**src/hw/rtl/hysteresis_thermostat_controller_macros.svh**
```systemverilog
// Assertion helpers for the top-level RTL.
`ifndef HYSTERESIS_THERMOSTAT_CONTROLLER_MACROS_SVH
`define HYSTERESIS_THERMOSTAT_CONTROLLER_MACROS_SVH

// Same-cycle implication, disabled in reset.
`define HTC_ASSERT_NOW(label, clk, rst_n, ante, cons) \
  label: assert property (@(posedge clk) disable iff (!rst_n) (ante) |-> (cons)) \
    else $error("htc assertion failed");

// Next-cycle implication, disabled in reset.
`define HTC_ASSERT_NEXT(label, clk, rst_n, ante, cons) \
  label: assert property (@(posedge clk) disable iff (!rst_n) (ante) |=> (cons)) \
    else $error("htc assertion failed");

`endif

```
**src/hw/rtl/htc_pkg.sv**
```systemverilog
`default_nettype none
package htc_pkg;

  localparam int unsigned TempW = 16;
  localparam int unsigned ThW   = 14;
  localparam int unsigned ActW  = 3;
  localparam int unsigned IdxW  = 3;
  localparam int unsigned CmpW  = TempW + 2;

  localparam int unsigned ActHeat = 0;
  localparam int unsigned ActCool = 1;
  localparam int unsigned ActCirc = 2;

  typedef enum logic [IdxW-1:0] {
    REG_THRESHOLD = 3'd0,
    REG_SP_HEAT   = 3'd1,
    REG_SP_COOL   = 3'd2,
    REG_EDGE_A    = 3'd3,
    REG_EDGE_B    = 3'd4,
    REG_ALLOWED   = 3'd5
  } reg_idx_t;

  typedef struct packed {
    logic        [ThW-1:0]   threshold;
    logic signed [TempW-1:0] sp_heat;
    logic signed [TempW-1:0] sp_cool;
    logic signed [TempW-1:0] edge_a;
    logic signed [TempW-1:0] edge_b;
    logic        [ActW-1:0]  allowed;
  } cfg_t;

  typedef struct packed {
    logic [ActW-1:0] actions;
    logic            conflict;
  } decision_t;

endpackage
`default_nettype wire

```
**src/hw/rtl/htc_cfg_regs.sv**
```systemverilog
`default_nettype none
module htc_cfg_regs
  import htc_pkg::*;
(
  input  wire logic             clk,
  input  wire logic             rst_n,
  input  wire logic             wr_en,
  input  wire logic [IdxW-1:0]  wr_index,
  input  wire logic [TempW-1:0] wr_data,
  output cfg_t                  cfg
);

  cfg_t cfg_r;

  always_ff @(posedge clk) begin
    if (!rst_n) begin
      cfg_r.threshold <= ThW'(50);
      cfg_r.sp_heat   <= TempW'(2000);
      cfg_r.sp_cool   <= TempW'(2600);
      cfg_r.edge_a    <= TempW'(1500);
      cfg_r.edge_b    <= TempW'(3000);
      cfg_r.allowed   <= '0;
    end else if (wr_en) begin
      unique case (reg_idx_t'(wr_index))
        REG_THRESHOLD: cfg_r.threshold <= wr_data[ThW-1:0];
        REG_SP_HEAT:   cfg_r.sp_heat   <= $signed(wr_data);
        REG_SP_COOL:   cfg_r.sp_cool   <= $signed(wr_data);
        REG_EDGE_A:    cfg_r.edge_a    <= $signed(wr_data);
        REG_EDGE_B:    cfg_r.edge_b    <= $signed(wr_data);
        REG_ALLOWED:   cfg_r.allowed   <= wr_data[ActW-1:0];
        default: ; // unused index, write dropped
      endcase
    end
  end

  assign cfg = cfg_r;

endmodule
`default_nettype wire

```
**src/hw/rtl/htc_decide.sv**
```systemverilog
`default_nettype none
module htc_decide
  import htc_pkg::*;
(
  input  wire logic signed [TempW-1:0] temp,
  input  wire logic        [ActW-1:0]  cur,
  input  wire cfg_t                    cfg,
  output decision_t                    dec
);

  logic signed [CmpW-1:0] t, th, sh, sc, lo, hi;
  logic [ActW-1:0] prop, masked;

  always_comb begin
    t  = CmpW'(temp);
    th = $signed({{(CmpW-ThW){1'b0}}, cfg.threshold});
    sh = CmpW'(cfg.sp_heat);
    sc = CmpW'(cfg.sp_cool);
    if (cfg.edge_a > cfg.edge_b) begin
      hi = CmpW'(cfg.edge_a);
      lo = CmpW'(cfg.edge_b);
    end else begin
      hi = CmpW'(cfg.edge_b);
      lo = CmpW'(cfg.edge_a);
    end

    prop = cur;

    if (cur[ActHeat]) begin
      if (t > sh + th) prop[ActHeat] = 1'b0;
    end else if (t < sh - th) begin
      prop[ActHeat] = 1'b1;
    end

    if (cur[ActCool]) begin
      if (t < sc - th) prop[ActCool] = 1'b0;
    end else if (t > sc + th) begin
      prop[ActCool] = 1'b1;
    end

    if (cur[ActCirc]) begin
      if ((t > lo + th) && (t < hi - th)) prop[ActCirc] = 1'b0;
    end else if ((t < lo - th) || (t > hi + th)) begin
      prop[ActCirc] = 1'b1;
    end

    masked = prop & cfg.allowed;

    dec.conflict = masked[ActHeat] & masked[ActCool];
    dec.actions  = masked;
    if (dec.conflict) begin
      dec.actions[ActHeat] = 1'b0;
      dec.actions[ActCool] = 1'b0;
    end
  end

endmodule
`default_nettype wire

```
**src/hw/rtl/hysteresis_thermostat_controller.sv**
```systemverilog
`default_nettype none
// Channel   Dir  Handshake              Payload
// in_       in   in_valid / in_stall    in_temperature (16 b signed)
// out_      out  out_valid / out_stall  out_actions, out_relay_*, out_conflict_dropped
// cfg_      in   cfg_valid / cfg_ready  cfg_index (3 b), cfg_wdata (16 b)
//
// One sample per cycle sustained while out_stall stays low; each input beat
// passes the input register, then decision logic into the result register.
// The action state feeds back within the decision stage, so back-to-back
// samples each see the previous sample's committed actions.
// Reset (rst_n low, synchronous) clears both pipeline valids, the action state
// and loads the register defaults.
// in_stall rises only when the input register is full and the result register
// is held by out_stall. cfg_ready is always high.
module hysteresis_thermostat_controller
  import htc_pkg::*;
(
  input  wire logic                    clk,
  input  wire logic                    rst_n,
  // sample channel
  input  wire logic                    in_valid,
  output logic                         in_stall,
  input  wire logic signed [TempW-1:0] in_temperature,
  // result channel
  output logic                         out_valid,
  input  wire logic                    out_stall,
  output logic             [ActW-1:0]  out_actions,
  output logic                         out_relay_call,
  output logic                         out_relay_switchover,
  output logic                         out_relay_fan,
  output logic                         out_conflict_dropped,
  // register writes
  input  wire logic                    cfg_valid,
  output logic                         cfg_ready,
  input  wire logic        [IdxW-1:0]  cfg_index,
  input  wire logic        [TempW-1:0] cfg_wdata
);

  cfg_t      cfg;
  decision_t dec;

  // input register stage
  logic                    s1_valid_r;
  logic signed [TempW-1:0] s1_temp_r;

  // result register stage
  logic                    out_valid_r;
  logic        [ActW-1:0]  out_actions_r;
  logic                    out_conflict_r;

  // committed action bits
  logic        [ActW-1:0]  cur_actions_r;

  logic out_free, s1_move, in_take;

  assign cfg_ready = 1'b1;

  htc_cfg_regs u_cfg (
    .clk      (clk),
    .rst_n    (rst_n),
    .wr_en    (cfg_valid & cfg_ready),
    .wr_index (cfg_index),
    .wr_data  (cfg_wdata),
    .cfg      (cfg)
  );

  htc_decide u_decide (
    .temp (s1_temp_r),
    .cur  (cur_actions_r),
    .cfg  (cfg),
    .dec  (dec)
  );

  // result slot is free when empty or being drained this cycle
  assign out_free = !out_valid_r || !out_stall;
  assign s1_move  = s1_valid_r && out_free;
  assign in_stall = s1_valid_r && !out_free;
  assign in_take  = in_valid && !in_stall;

  always_ff @(posedge clk) begin
    if (!rst_n) begin
      s1_valid_r <= 1'b0;
    end else if (in_take) begin
      s1_valid_r <= 1'b1;
    end else if (s1_move) begin
      s1_valid_r <= 1'b0;
    end
  end

  always_ff @(posedge clk) begin
    if (in_take) begin
      s1_temp_r <= in_temperature;
    end
  end

  always_ff @(posedge clk) begin
    if (!rst_n) begin
      out_valid_r   <= 1'b0;
      cur_actions_r <= '0;
    end else begin
      if (s1_move) begin
        out_valid_r   <= 1'b1;
        cur_actions_r <= dec.actions; // commit with the result beat
      end else if (!out_stall) begin
        out_valid_r <= 1'b0;
      end
    end
  end

  always_ff @(posedge clk) begin
    if (s1_move) begin
      out_actions_r  <= dec.actions;
      out_conflict_r <= dec.conflict;
    end
  end

  assign out_valid            = out_valid_r;
  assign out_actions          = out_actions_r;
  assign out_relay_call       = out_actions_r[ActHeat] | out_actions_r[ActCool];
  assign out_relay_switchover = out_actions_r[ActCool];
  assign out_relay_fan        = |out_actions_r;
  assign out_conflict_dropped = out_conflict_r;

`include "hysteresis_thermostat_controller_macros.svh"

  // the held result always mirrors the committed state
  `HTC_ASSERT_NOW(a_state_matches_out, clk, rst_n, out_valid_r, cur_actions_r == out_actions_r)
  // heat and cool never leave together
  `HTC_ASSERT_NOW(a_no_heat_cool, clk, rst_n, out_valid_r, !(out_actions_r[ActHeat] && out_actions_r[ActCool]))
  // back-pressure only with a sample waiting
  `HTC_ASSERT_NOW(a_stall_needs_s1, clk, rst_n, in_stall, s1_valid_r && out_valid_r)
  // a stalled result keeps the state frozen
  `HTC_ASSERT_NEXT(a_state_hold, clk, rst_n, out_valid_r && out_stall, $stable(cur_actions_r))

endmodule
`default_nettype wire

```
**config.mk**
```make
export PLATFORM = sky130hd
export DESIGN_NAME = hysteresis_thermostat_controller
export DESIGN_NICKNAME = d
export VERILOG_FILES = /design/src/hw/rtl/htc_pkg.sv /design/src/hw/rtl/htc_cfg_regs.sv /design/src/hw/rtl/htc_decide.sv /design/src/hw/rtl/hysteresis_thermostat_controller.sv
export VERILOG_INCLUDE_DIRS = /design/src /design/src/hw/rtl
export SDC_FILE = /design/constraint.sdc
export NUM_CORES = 1
export LEC_CHECK = 0
export ABC_CLOCK_PERIOD_IN_PS = 17500
export BUFFER_PORTS_ARGS = -buffer_cell sky130_fd_sc_hd__buf_2
export CAP_MARGIN = 20
export CORE_ASPECT_RATIO = 1.2
export CORE_MARGIN = 4
export CORE_UTILIZATION = 30
export DETAILED_ROUTE_END_ITERATION = 10
export GPL_TIMING_DRIVEN = 0
export PLACE_DENSITY = 0.47
export SYNTH_ARGS = -nofsm -noshare
export SYNTH_HDL_FRONTEND = slang
export SYNTH_HIERARCHICAL = 1
export SYNTH_SLANG_ARGS = --single-unit
export TNS_END_PERCENT = 30
```
**constraint.sdc**
```tcl
create_clock -name clk -period 17.5 [get_ports clk]
set_clock_uncertainty 0.05 [all_clocks]
set_input_delay 0.875 -clock clk [delete_from_list [all_inputs] [get_ports clk]]
set_output_delay 0.875 -clock clk [all_outputs]
set_load 0.01 [all_outputs]
```
[After elaboration in Yosys (flattened, before gate mapping)]
Cells that the tools add are included.
Word-level totals
  flip-flop bits (word level): 106
  bits of input ports: 40
  word-level logic and storage cells: 73
Cells by class
  add/sub/neg operators: 8
  magnitude comparators: 9
  equality and inequality tests: 6
  multiplexer cells: 16
  bitwise operators: 3
  reduce and logical (&&, ||, !) cells: 19
Operators with widths (number)
  $add 18x15->18: 2
  $gt 16x18->1: 2
  $lt 16x18->1: 2
  $mux 18: 2
  $sub 18x15->18: 2
  $add 16x15->17: 2
  $gt 16x17->1: 2
  $lt 16x17->1: 2
  $sub 16x15->17: 2
  $gt 16x16->1: 1
  $mux 1: 13
  $reduce_and 2->1: 6
  $eq 3x2->1 const B: 2
  $eq 3x3->1 const B: 2
  $logic_and 1x1->1: 4
  $logic_not 1->1: 4
  $and 3x3->3: 1
  $eq 3x1->1 const B: 1
  $logic_not 3->1: 1
  $reduce_or 3->1: 1
  $logic_or 1x1->1: 2
  $mux 2: 1
  $ne 2x1->1 const B: 1
  $reduce_bool 2->1: 1
  2 further kinds: 2

[Depth between registers and ports, before layout]
Gate-level depths: netlist (run 1).
  depth in word-level cells: 10
  gate-level depth with buffers: 33

[Cells and area by module]
The synthesis (run 1) kept the hierarchy.
By module, submodules not included
  htc_decide: times used 1, cells an instance 1191, area each 9316.4 um^2, sequential area each 0.0 um^2
  htc_cfg_regs: times used 1, cells an instance 298, area each 3118.0 um^2, sequential area each 1621.6 um^2
  hysteresis_thermostat_controller: times used 1, cells an instance 46, area each 840.8 um^2, sequential area each 700.7 um^2

[Least setup slack after synthesis (run 1)]
OpenSTA, ideal clock, no wires.
  kind: reg-to-reg
  from: register u_cfg.cfg_r, in the netlist u_cfg/cfg[17]
  to: register cur_actions_r[2]
  library setup time: 0.072 ns
  arrival: 5.566 ns
  data required time: 17.378 ns
  setup slack: 11.813 ns
  stages on the path, launching flop included: 27
  buffers on the path: 3
  clock period less this slack: 5.687 ns
  cells stage by stage: dfxtp_1 -> clkdlybuf4s18_2 -> inv_1 -> ha_1 -> and3_1 -> nand3_1 -> nor3_2 -> a21oi_1 -> a31oi_4 -> buf_4 -> mux2_2 -> ha_1 -> buf_6 -> o21a_1 -> o31a_4 -> o41ai_4 -> o211ai_2 -> a31oi_4 -> o211ai_2 -> a32o_2 -> ha_1 -> inv_1 -> or4b_2 -> a221oi_1 -> o32a_1 -> nand2_1 -> mux2i_1
RTL lines
  start, declared: RTL line htc_cfg_regs.sv:13  | cfg_t cfg_r;
  end signal, assigned: RTL line hysteresis_thermostat_controller.sv:103  | cur_actions_r <= dec.actions;
  end, declared: RTL line hysteresis_thermostat_controller.sv:52  | logic [ActW-1:0] cur_actions_r;

==> results of run 1 <==
## area by class of cell
class / count / share of cell area
multi-input cells: 1273 / 0.7060
flip-flops and latches: 106 / 0.1601
well taps: 559 / 0.04822
inverters: 104 / 0.02692
plain buffers: 52 / 0.02226
clock buffers: 11 / 0.01674
repair buffers: 48 / 0.01674
clock inverters: 5 / 0.003019
## path summary, 6_finish.rpt
path | to | start | depth (start not counted)
min | u_cfg/cfg[17] | u_cfg/cfg[17] | 2
min reg2reg | u_cfg/cfg[17] | u_cfg/cfg[17] | 2
max | cur_actions_r[2] | u_cfg/cfg[17] | 28
max reg2reg | cur_actions_r[2] | u_cfg/cfg[17] | 28
## flip-flops by register name (all words and copies together) (netlist names)
signal / cells
cur_actions_r: 3
out_conflict_dropped: 1
out_actions: 3
u_cfg/cfg: 81
s1_valid_r: 1
s1_temp_r: 16
out_valid: 1
## per-layer routing
metal	vias to the layer above	wire length, microns	global-route usage
li1	5612	-	-
met1	5127	19160	0.2260
met2	179	21600	0.3235
met3	33	1224	0.01864
met4	0	657	0.03994
met5	-	0	0
## worst max-delay path, delay by kind of cell (launching register included)
kind	cells	cell delay, ps
AO/OA/AOI/OAI	12	3190
adder cells (fa/ha/maj)	3	980
buffers and inverters	4	1060
flip-flops	1	330
multiplexers	1	130
AND/OR/NAND/NOR	8	1210
## per-stage QoR
step / setup slack, ps / hold WS, ps
6_report: 10480 / 415.8
3_5_place_dp: 10590 / 409.8
4_1_cts: 10530 / 420.6
3_3_place_gp: 10610 / 400.7
2_1_floorplan: 11810 / 387.8
5_1_grt: 9955 / 456.4
## logic make-up after synthesis
family	Yosys count
other cells	1
fa+ha+maj	273
simple gates	418
compound gates	366
flops	106
xor+xnor	110
mux	105
buf+inv	156
## Yosys cell counts, types with 28 or more instances
cell	count	share of area
nor2_1	83	0.023
a21oi_1	100	0.038
dfxtp_1	86	0.13
nand2_1	122	0.034
o21ai_0	55	0.021
nand2b_1	28	0.013
inv_1	101	0.029
nor2b_1	61	0.029
nor3_1	31	0.012
ha_1	265	0.25
mux2i_1	91	0.069
a21o_1	44	0.025
xnor2_1	93	0.061
## layout by cell type, fill, tap and decap left out, types with 55 or more instances in the layout
master and instances:
xnor2_1 93, a21oi_1 100, o21ai_0 55, inv_1 101, nor2_1 83, mux2i_1 91
dfxtp_1 86, ha_1 265, buf_2 61, nand2_1 122, nor2b_1 61
## power groups by stage
stage	clock network [W]	logic (W)	registers [W]
final	0.000213	0.000409	0.000271
after global routing	0.000232	0.000457	0.000273
after CTS	0.000222	0.000405	0.000272
after detailed placement	0	0.000401	0.000278
after global placement	0	0.000396	0.000278
after floorplan	0	0.000304	0.000270
==> results.py, run 1 <==
metrics = {
    "synthesis": {
        "synth_mux_area_frac": 0.08049,
        "synth_compound_area_frac": 0.1954,
        "synthArstFlopShare": 0,
        "yosys.area_share.adder": 0.2618,
        "synth_ff_type": "dfxtp_1",
        "yosysWarningCount": 6,
        "synth-simple-area-share": 0.1608,
        "synth_area_sq_um": 13280,
        "synth_xor_area_frac": 0.07257,
        "synthDistinctLibCells": 94,
        "synthCells": 1535,
        "synth-seq-cells": 106,
        "synth_top_family_by_area": "adder cells",
        "synth_enable_flop_cells": 20,
        "syn_nets": 1848,
        "avgSynthCellArea_sq_um": 8.648,
        "ys_seq_area_frac": 0.1749,
    },
    "floorplanning": {
        "die_y_microns": 238.4,
        "rows": 84,
        "die_w_microns": 200.0,
        "dieArea_sq_um": 47690,
        "ioPinCount": 50,
        "initial_core_util": 0.3029,
        "core_area_sq_um": 43830,
    },
    "timing": {
        "maxSlewViolCount": 0,
        "period_share": 0.4014,
        "rsz0062_at_grt": "no",
        "timing.final.crit_period_ps": 7024,
        "finalSetupTns_ps": 0,
        "hold_viol_final": 0,
        "fmax_mhz": 142.4,
        "tightestPinTransition_ps": 893.4,
        "relSlewSlack": 0.4044,
        "setup_violations": 0,
    },
    "run_status": {
        "outcome": "completed",
    },
    "placement": {
        "dp.cells": 2142,
        "dp_hpwl_microns": 36190,
        "gp_congestion": 0.8906,
        "placed_area_sq_um": 14220,
        "port_buffers": 47,
    },
    "power_and_ir_drop": {
        "p_int_w": 0.0005354,
        "sw_frac_of_total": 0.4006,
        "seqPwrFrac": 0.304,
        "p_switching_w": 0.0003579,
        "ir_drop_mv": 0.05368,
        "finalPower_w": 0.0008932,
        "p_per_area_nw_per_um2": 61.59,
        "p_clk_frac": 0.239,
        "leakagePower_nw": 6.494,
        "share_comb_of_total_power": 0.458,
    },
    "final_layout": {
        "area_growth_syn_to_layout_pct": 9.255,
        "multi_input_area_sq_um": 10240,
        "final_util": 0.3309,
        "fillers": 4551,
        "postLayoutCellArea_sq_um": 14500,
        "regArea_sq_um": 2322,
        "instances_no_fill": 2158,
        "antennaDiodeCount": 0,
        "drive_above_1_share": 0.09819,
        "fin_nets": 1907,
    },
    "clock_tree": {
        "cts_resized": 0,
        "clock_path_buffers": 2,
        "cts.clk_slew.worst_paths_ps": 80,
        "clock_latency_ps": 380,
        "ctsHoldBuffers": 0,
        "post_cts_buffers": 0,
        "clock_sinks": 106,
        "clockRootBuffer": "clkbuf_16",
        "cts_tree": "built",
        "cts-htree-levels": 3,
        "cts_buffers": 9,
    },
    "drt": {
        "wl_per_cell_microns": 19.76,
        "firstDrtPassIters": 5,
        "avgViaCountPerCell": 5.075,
        "drt-total-wl_microns": 42650,
        "ant_nets": 0,
        "drc": 0,
        "num_vias": 10950,
        "drtIter0Drc": 596,
    },
    "global_routing": {
        "grt_usage": 0.1783,
        "antenna_found_initial": 0,
        "grt_first_pass_wirelength_microns": 64220,
        "grt_max_degree": 21,
        "grt-ovfl-total": 0,
        "grt_pass1_vias": 10780,
    },
    "critical_path": {
        "r2r_setup_slack_ps": 10480,
        "worst-setup-path-type": "reg2reg",
        "cp_slowest_cell": "a31oi_4",
        "cpPeakStageDelay_ps": 520,
        "required_ps": 17760,
        "critical_path.endpoint_type": "flip-flop",
        "startpoint_type": "flip-flop",
        "worstPathMaxFanout": 10,
        "worstPathArrival_ps": 7290,
    },
    "hold_path": {
        "min_path_type": "reg2reg",
    },
    "job": {
        "drv_cap": 0,
    },
}
No activity file was read; power rests on OpenSTA's default activity.
==> run 2, diff against run 1 <==
ABC_CLOCK_PERIOD_IN_PS = 6900   (was 17500)
clock period = 6.9 ns   (was 17.5 ns; I/O delays follow)
==> run 2 against run 1 <==
  * Total power increased to 2.6 times the previous value
  * Die area did not move
  * Clock power grew to 2.5 times the previous value
  * Worst hold slack worse by 330 ps
  * Worst setup slack worse by 10000 ps
  * Sequential share of layout area fell by 0.13 points
  * Via count increased by 0.52%
  * Largest cell class unchanged
==> results.py, run 2 (synthesis results as in run 1) <==
metrics = {
    "power_and_ir_drop": {
        "p_clk_frac": 0.237,
        "p_per_area_nw_per_um2": 156.8,
        "p_int_w": 0.001370,
        "seqPwrFrac": 0.300,
        "sw_frac_of_total": 0.4023,
        "p_switching_w": 0.0009221,
        "ir_drop_mv": 0.1365,
        "leakagePower_nw": 6.564,
        "share_comb_of_total_power": 0.463,
    },
    "clock_tree": {
        "ctsHoldBuffers": 0,
        "cts-htree-levels": 3,
        "cts_buffers": 9,
        "clock_path_buffers": 2,
        "cts.clk_slew.worst_paths_ps": 80,
        "clock_latency_ps": 380,
        "clock_sinks": 106,
        "clockRootBuffer": "clkbuf_16",
        "cts_tree": "built",
    },
    "final_layout": {
        "final_util": 0.3336,
        "area_growth_syn_to_layout_pct": 10.14,
        "multi_input_area_sq_um": 10320,
        "regArea_sq_um": 2322,
        "drive_above_1_share": 0.1061,
        "postLayoutCellArea_sq_um": 14620,
        "fillers": 4547,
        "final_common_cell": "ha_1",
        "fin_nets": 1911,
        "antennaDiodeCount": 0,
        "largest_reg_flops": 81,
        "mostFrequentLayoutCells": "265 x ha_1, 122 x nand2_1, 101 x inv_1",
    },
    "timing": {
        "setup_ws_ps": 396.2,
        "relSlewSlack": 0.3721,
        "tightestPinTransition_ps": 941.9,
        "maxSlewViolCount": 0,
        "period_share": 0.9426,
        "fmax_mhz": 153.8,
        "setup_violations": 0,
        "timing.final.crit_period_ps": 6504,
        "hold_viol_final": 0,
    },
    "drt": {
        "top_layer_used": "met4",
        "num_vias": 11010,
        "avgViaCountPerCell": 5.092,
        "ant_nets": 0,
        "wl_met1_microns": 19160,
        "wl_per_cell_microns": 19.82,
        "drt-total-wl_microns": 42860,
        "wl_met2_microns": 21700,
        "drtIter0Drc": 579,
        "dr_wl_met3_microns": 1373,
        "drc": 0,
        "firstDrtPassIters": 5,
    },
    "critical_path": {
        "startpoint_type": "flip-flop",
        "required_ps": 7160,
        "worst-setup-path-type": "reg2reg",
        "cpLargestDelayFamily": "compound AO/OA/AOI/OAI gates",
        "cp_slowest_cell": "or4b_2",
        "crit_top_cell": "ha_1",
        "cp_num_buf_inv": 5,
        "worstPathArrival_ps": 6770,
        "worstPathMaxFanout": 10,
        "critical_path.endpoint_type": "flip-flop",
        "cpPeakStageDelay_ps": 690,
    },
    "global_routing": {
        "grt_first_pass_wirelength_microns": 64280,
        "grt_max_degree": 21,
        "grt_usage": 0.1784,
        "antenna_found_initial": 0,
        "grt_pass1_vias": 10800,
        "grt-ovfl-total": 0,
    },
    "floorplanning": {
        "initial_core_util": 0.3029,
        "die_y_microns": 238.4,
        "rows": 84,
        "core_area_sq_um": 43830,
        "dieArea_sq_um": 47690,
        "die_w_microns": 200.0,
        "ioPinCount": 50,
    },
    "placement": {
        "placed_area_sq_um": 14220,
        "port_buffers": 47,
        "dp_hpwl_microns": 36190,
        "pre_cts_slack_ps": -12.99,
        "gp_congestion": 0.8906,
    },
    "run_status": {
        "outcome": "completed",
    },
    "job": {
        "drv_cap": 0,
    },
    "hold_path": {
        "min_path_type": "in2reg",
    },
}
==> run 2: cell count changes in the layout (fill, tap and decap cells not counted), sizes merged <==
cell  change
buf       +4
==> run 2: power groups by stage <==
stage	sequential (W)	combinational [W]	clock, W
2_1_floorplan	0.000684	0.000770	0
3_3_place_gp	0.000705	0.00101	0
3_5_place_dp	0.000705	0.00102	0
4_1_cts	0.000690	0.00103	0.000564
5_1_grt	0.000692	0.00118	0.000589
6_report	0.000688	0.00106	0.000543
==> run 2: repair_timing <==
action / CTS / global route
pin swaps: 1 / 3
gates resized for setup: 2 / 13
setup endpoints to repair: 1 / 2
setup buffers: 3 / 1
==> run 2: layer usage <==
metal | vias to the layer above | global-route usage
li1 | 5631 | -
met1 | 5172 | 0.2259
met2 | 174 | 0.3241
met3 | 31 | 0.01864
met4 | 0 | 0.03974
met5 | - | 0
==> run 2: worst register-to-register path, delay by kind of cell, from the launching register on <==
family / cells / cell delay [ps]
buffers and inverters: 5 / 900
DFF: 1 / 330
muxes: 2 / 520
and+or+nand+nor: 5 / 1270
adders and majority gates: 3 / 900
AOI/OAI and AO/OA: 11 / 2460
==> run 2: path summary, 6_finish.rpt <==
check	startpoint	slack [ps]	endpoint	depth (start not counted)
hold reg to reg	u_cfg/cfg[17]	420	u_cfg/cfg[17]	2
setup reg to reg	u_cfg/cfg[17]	400	cur_actions_r[2]	26
hold / removal	in_temperature[11]	80	s1_temp_r[11]	1
setup / recovery	u_cfg/cfg[17]	400	cur_actions_r[2]	26
==> run 2: stage by stage <==
step	TNS (ps)	hold WS [ps]	std cells	total power, W
detailed placement	-12.99	409.8	2142	0.001723
global placement	0	400.7	2141	0.001710
floorplan	0	387.8	1535	0.001454
finish	0	80.82	2162	0.002292
CTS	0	62.29	2161	0.002287
global route	-4.573	67.00	2162	0.002465
==> run 2: area by class of cell <==
type,instances,area share
plain buffers,52,0.02225
clock buffers,11,0.01660
clock inverters,5,0.002995
inverters,104,0.02670
multi-input cells,1273,0.7061
flip-flops and latches,106,0.1588
well taps,559,0.04784
repair buffers,52,0.01865
==> run 3, diff against run 2 <==
BUFFER_PORTS_ARGS = not set   (was -buffer_cell sky130_fd_sc_hd__buf_2)
CAP_MARGIN = not set   (was 20)
CELL_PAD_IN_SITES_DETAIL_PLACEMENT = 1   (was not set)
CELL_PAD_IN_SITES_GLOBAL_PLACEMENT = 1   (was not set)
DONT_BUFFER_PORTS = 1   (was not set)
PLACE_DENSITY = 0.55   (was 0.47)
==> run 3 against run 2 <==
  * Clock power increased by 3%
  * Critical path depth increased by 2
  * Flip-flop and latch count unchanged
  * Die area unchanged
  * First-iteration DRC count decreased by 25%
  * Critical endpoint unchanged
  * Largest cell class unchanged
  * Highest routed layer unchanged
==> results.py, run 3 (synthesis results as in run 1) <==
metrics = {
    "timing": {
        "setup_violations": 0,
        "hold_viol_final": 0,
        "timing.final.crit_period_ps": 6566,
        "tightestPinTransition_ps": 992.9,
        "maxSlewViolCount": 0,
        "finalSetupTns_ps": 0,
        "relSlewSlack": 0.3381,
        "period_share": 0.9516,
        "hold_ws_ps": 54.56,
        "fmax_mhz": 152.3,
    },
    "drt": {
        "avgViaCountPerCell": 5.148,
        "num_vias": 10970,
        "drtIter0Drc": 437,
        "drc": 0,
        "firstDrtPassIters": 4,
        "drt-total-wl_microns": 44800,
        "wl_per_cell_microns": 21.02,
        "ant_nets": 0,
    },
    "placement": {
        "dp_hpwl_microns": 38430,
        "port_buffers": 0,
        "gp_congestion": 0.8438,
    },
    "critical_path": {
        "worst-setup-path-type": "reg2reg",
        "r2r_setup_slack_ps": 330,
        "worstPathArrival_ps": 6820,
        "worstPathMaxFanout": 10,
        "r2r_cells": 28,
        "regToRegEndpoint": "cur_actions_r[2]",
        "r2r_start": "u_cfg/cfg[17]",
        "cp_num_buf_inv": 5,
        "startpoint_type": "flip-flop",
        "cpLargestDelayFamily": "compound AO/OA/AOI/OAI gates",
        "cp_slowest_cell": "nor4_2",
        "critical_path.endpoint_type": "flip-flop",
        "required_ps": 7150,
        "cpPeakStageDelay_ps": 460,
    },
    "hold_path": {
        "min_to": "s1_valid_r",
        "hold_depth": 1,
        "min_path_type": "in2reg",
        "hold_start": "in_valid",
    },
    "clock_tree": {
        "cts.clk_slew.worst_paths_ps": 80,
        "clock_sinks": 106,
        "clockRootBuffer": "clkbuf_16",
        "clock_latency_ps": 380,
        "cts_buffers": 9,
        "cts-htree-levels": 3,
        "cts_tree": "built",
        "clock_path_buffers": 2,
    },
    "power_and_ir_drop": {
        "ir_drop_mv": 0.1264,
        "share_comb_of_total_power": 0.458,
        "p_per_area_nw_per_um2": 158.3,
        "p_switching_w": 0.0009214,
        "p_int_w": 0.001386,
        "leakagePower_nw": 6.460,
        "seqPwrFrac": 0.300,
        "sw_frac_of_total": 0.3993,
        "p_clk_frac": 0.242,
    },
    "final_layout": {
        "mostFrequentLayoutCells": "265 x ha_1, 122 x nand2_1, 101 x inv_1",
        "final_common_cell": "ha_1",
        "area_growth_syn_to_layout_pct": 9.792,
        "antennaDiodeCount": 0,
        "drive_above_1_share": 0.08270,
        "largest_reg_flops": 81,
        "fin_nets": 1880,
    },
    "floorplanning": {
        "die_y_microns": 238.4,
        "ioPinCount": 50,
        "die_w_microns": 200.0,
        "rows": 84,
        "initial_core_util": 0.3029,
        "dieArea_sq_um": 47690,
        "core_area_sq_um": 43830,
    },
    "job": {
        "drv_cap": 0,
    },
    "global_routing": {
        "grt_max_degree": 21,
        "grt_pass1_vias": 11430,
        "grt_usage": 0.1866,
        "grt_first_pass_wirelength_microns": 67530,
        "grt-ovfl-total": 0,
        "antenna_found_initial": 0,
    },
    "run_status": {
        "outcome": "completed",
    },
}
==> run 3: cell count changes in the layout (fill, tap and decap cells not counted), sizes merged <==
cell / previous run / this run
dlygate4sd3: 0 / 16
buf: 78 / 31
clkinv: 1 / 2
clkbuf: 36 / 35
==> run 3: what timing repair did <==
item / 4_1_cts / 5_1_grt
endpoints found under the hold margin: 16 / 0
gates resized for setup: 0 / 20
buffers inserted: 2 / 4
pin swaps: 1 / 7
gates cloned: 0 / 0
hold buffers: 16 / 0
endpoints found under the setup margin: 1 / 2
==> run 3: through the flow <==
step,cells,util,area [sq um],power (W),setup slack [ps]
CTS,2128,0.3298,14450,0.002310,97.59
finish,2131,0.3326,14580,0.002307,333.8
floorplan,1535,-,13280,0.001454,1213
detailed placement,2094,0.3189,13970,0.001724,-33.34
global placement,2094,0.3189,13970,0.001698,36.84
global route,2131,0.3326,14580,0.002487,-0.1399
==> run 3: power by group through the flow <==
stage	Clock, W	Combinational (W)	Sequential, W
after floorplan	0	0.000770	0.000684
after global placement	0	0.000988	0.000710
after detailed placement	0	0.00101	0.000711
after CTS	0.000580	0.00103	0.000696
after global routing	0.000604	0.00119	0.000697
final	0.000559	0.00106	0.000692
==> run 3: how the worst max path moves through the flow <==
stage	endpoint	depth (start not counted)	slack (ps)	from
finish	cur_actions_r[2]	28	330	u_cfg/cfg[17]
global route	cur_actions_r[2]	29	-0.1	u_cfg/cfg[17]
CTS	cur_actions_r[2]	26	100	u_cfg/cfg[17]
detailed placement	cur_actions_r[2]	26	-30	u_cfg/cfg[17]
global placement	cur_actions_r[2]	26	40	u_cfg/cfg[17]
floorplan	cur_actions_r[2]	26	1210	u_cfg/cfg[17]
==> run 3: final cells by class <==
class / instances / area (sq um)
Clock inverter: 6 / 52.55
Tap cell: 559 / 699.4
Multi-Input combinational cell: 1273 / 10330
Fill cell: 5125 / 29250
Buffer: 51 / 324.1
Timing Repair Buffer: 22 / 205.2
Inverter: 104 / 390.4
Sequential cell: 106 / 2322
Clock buffer: 10 / 250.2
==> run 3: layer usage <==
metal	share of wire	up-vias	GRT usage
met5	0	-	0
met4	0.023	0	0.04880
met3	0.023	38	0.02316
met2	0.50	102	0.3299
met1	0.46	5274	0.2387
li1	-	5556	-
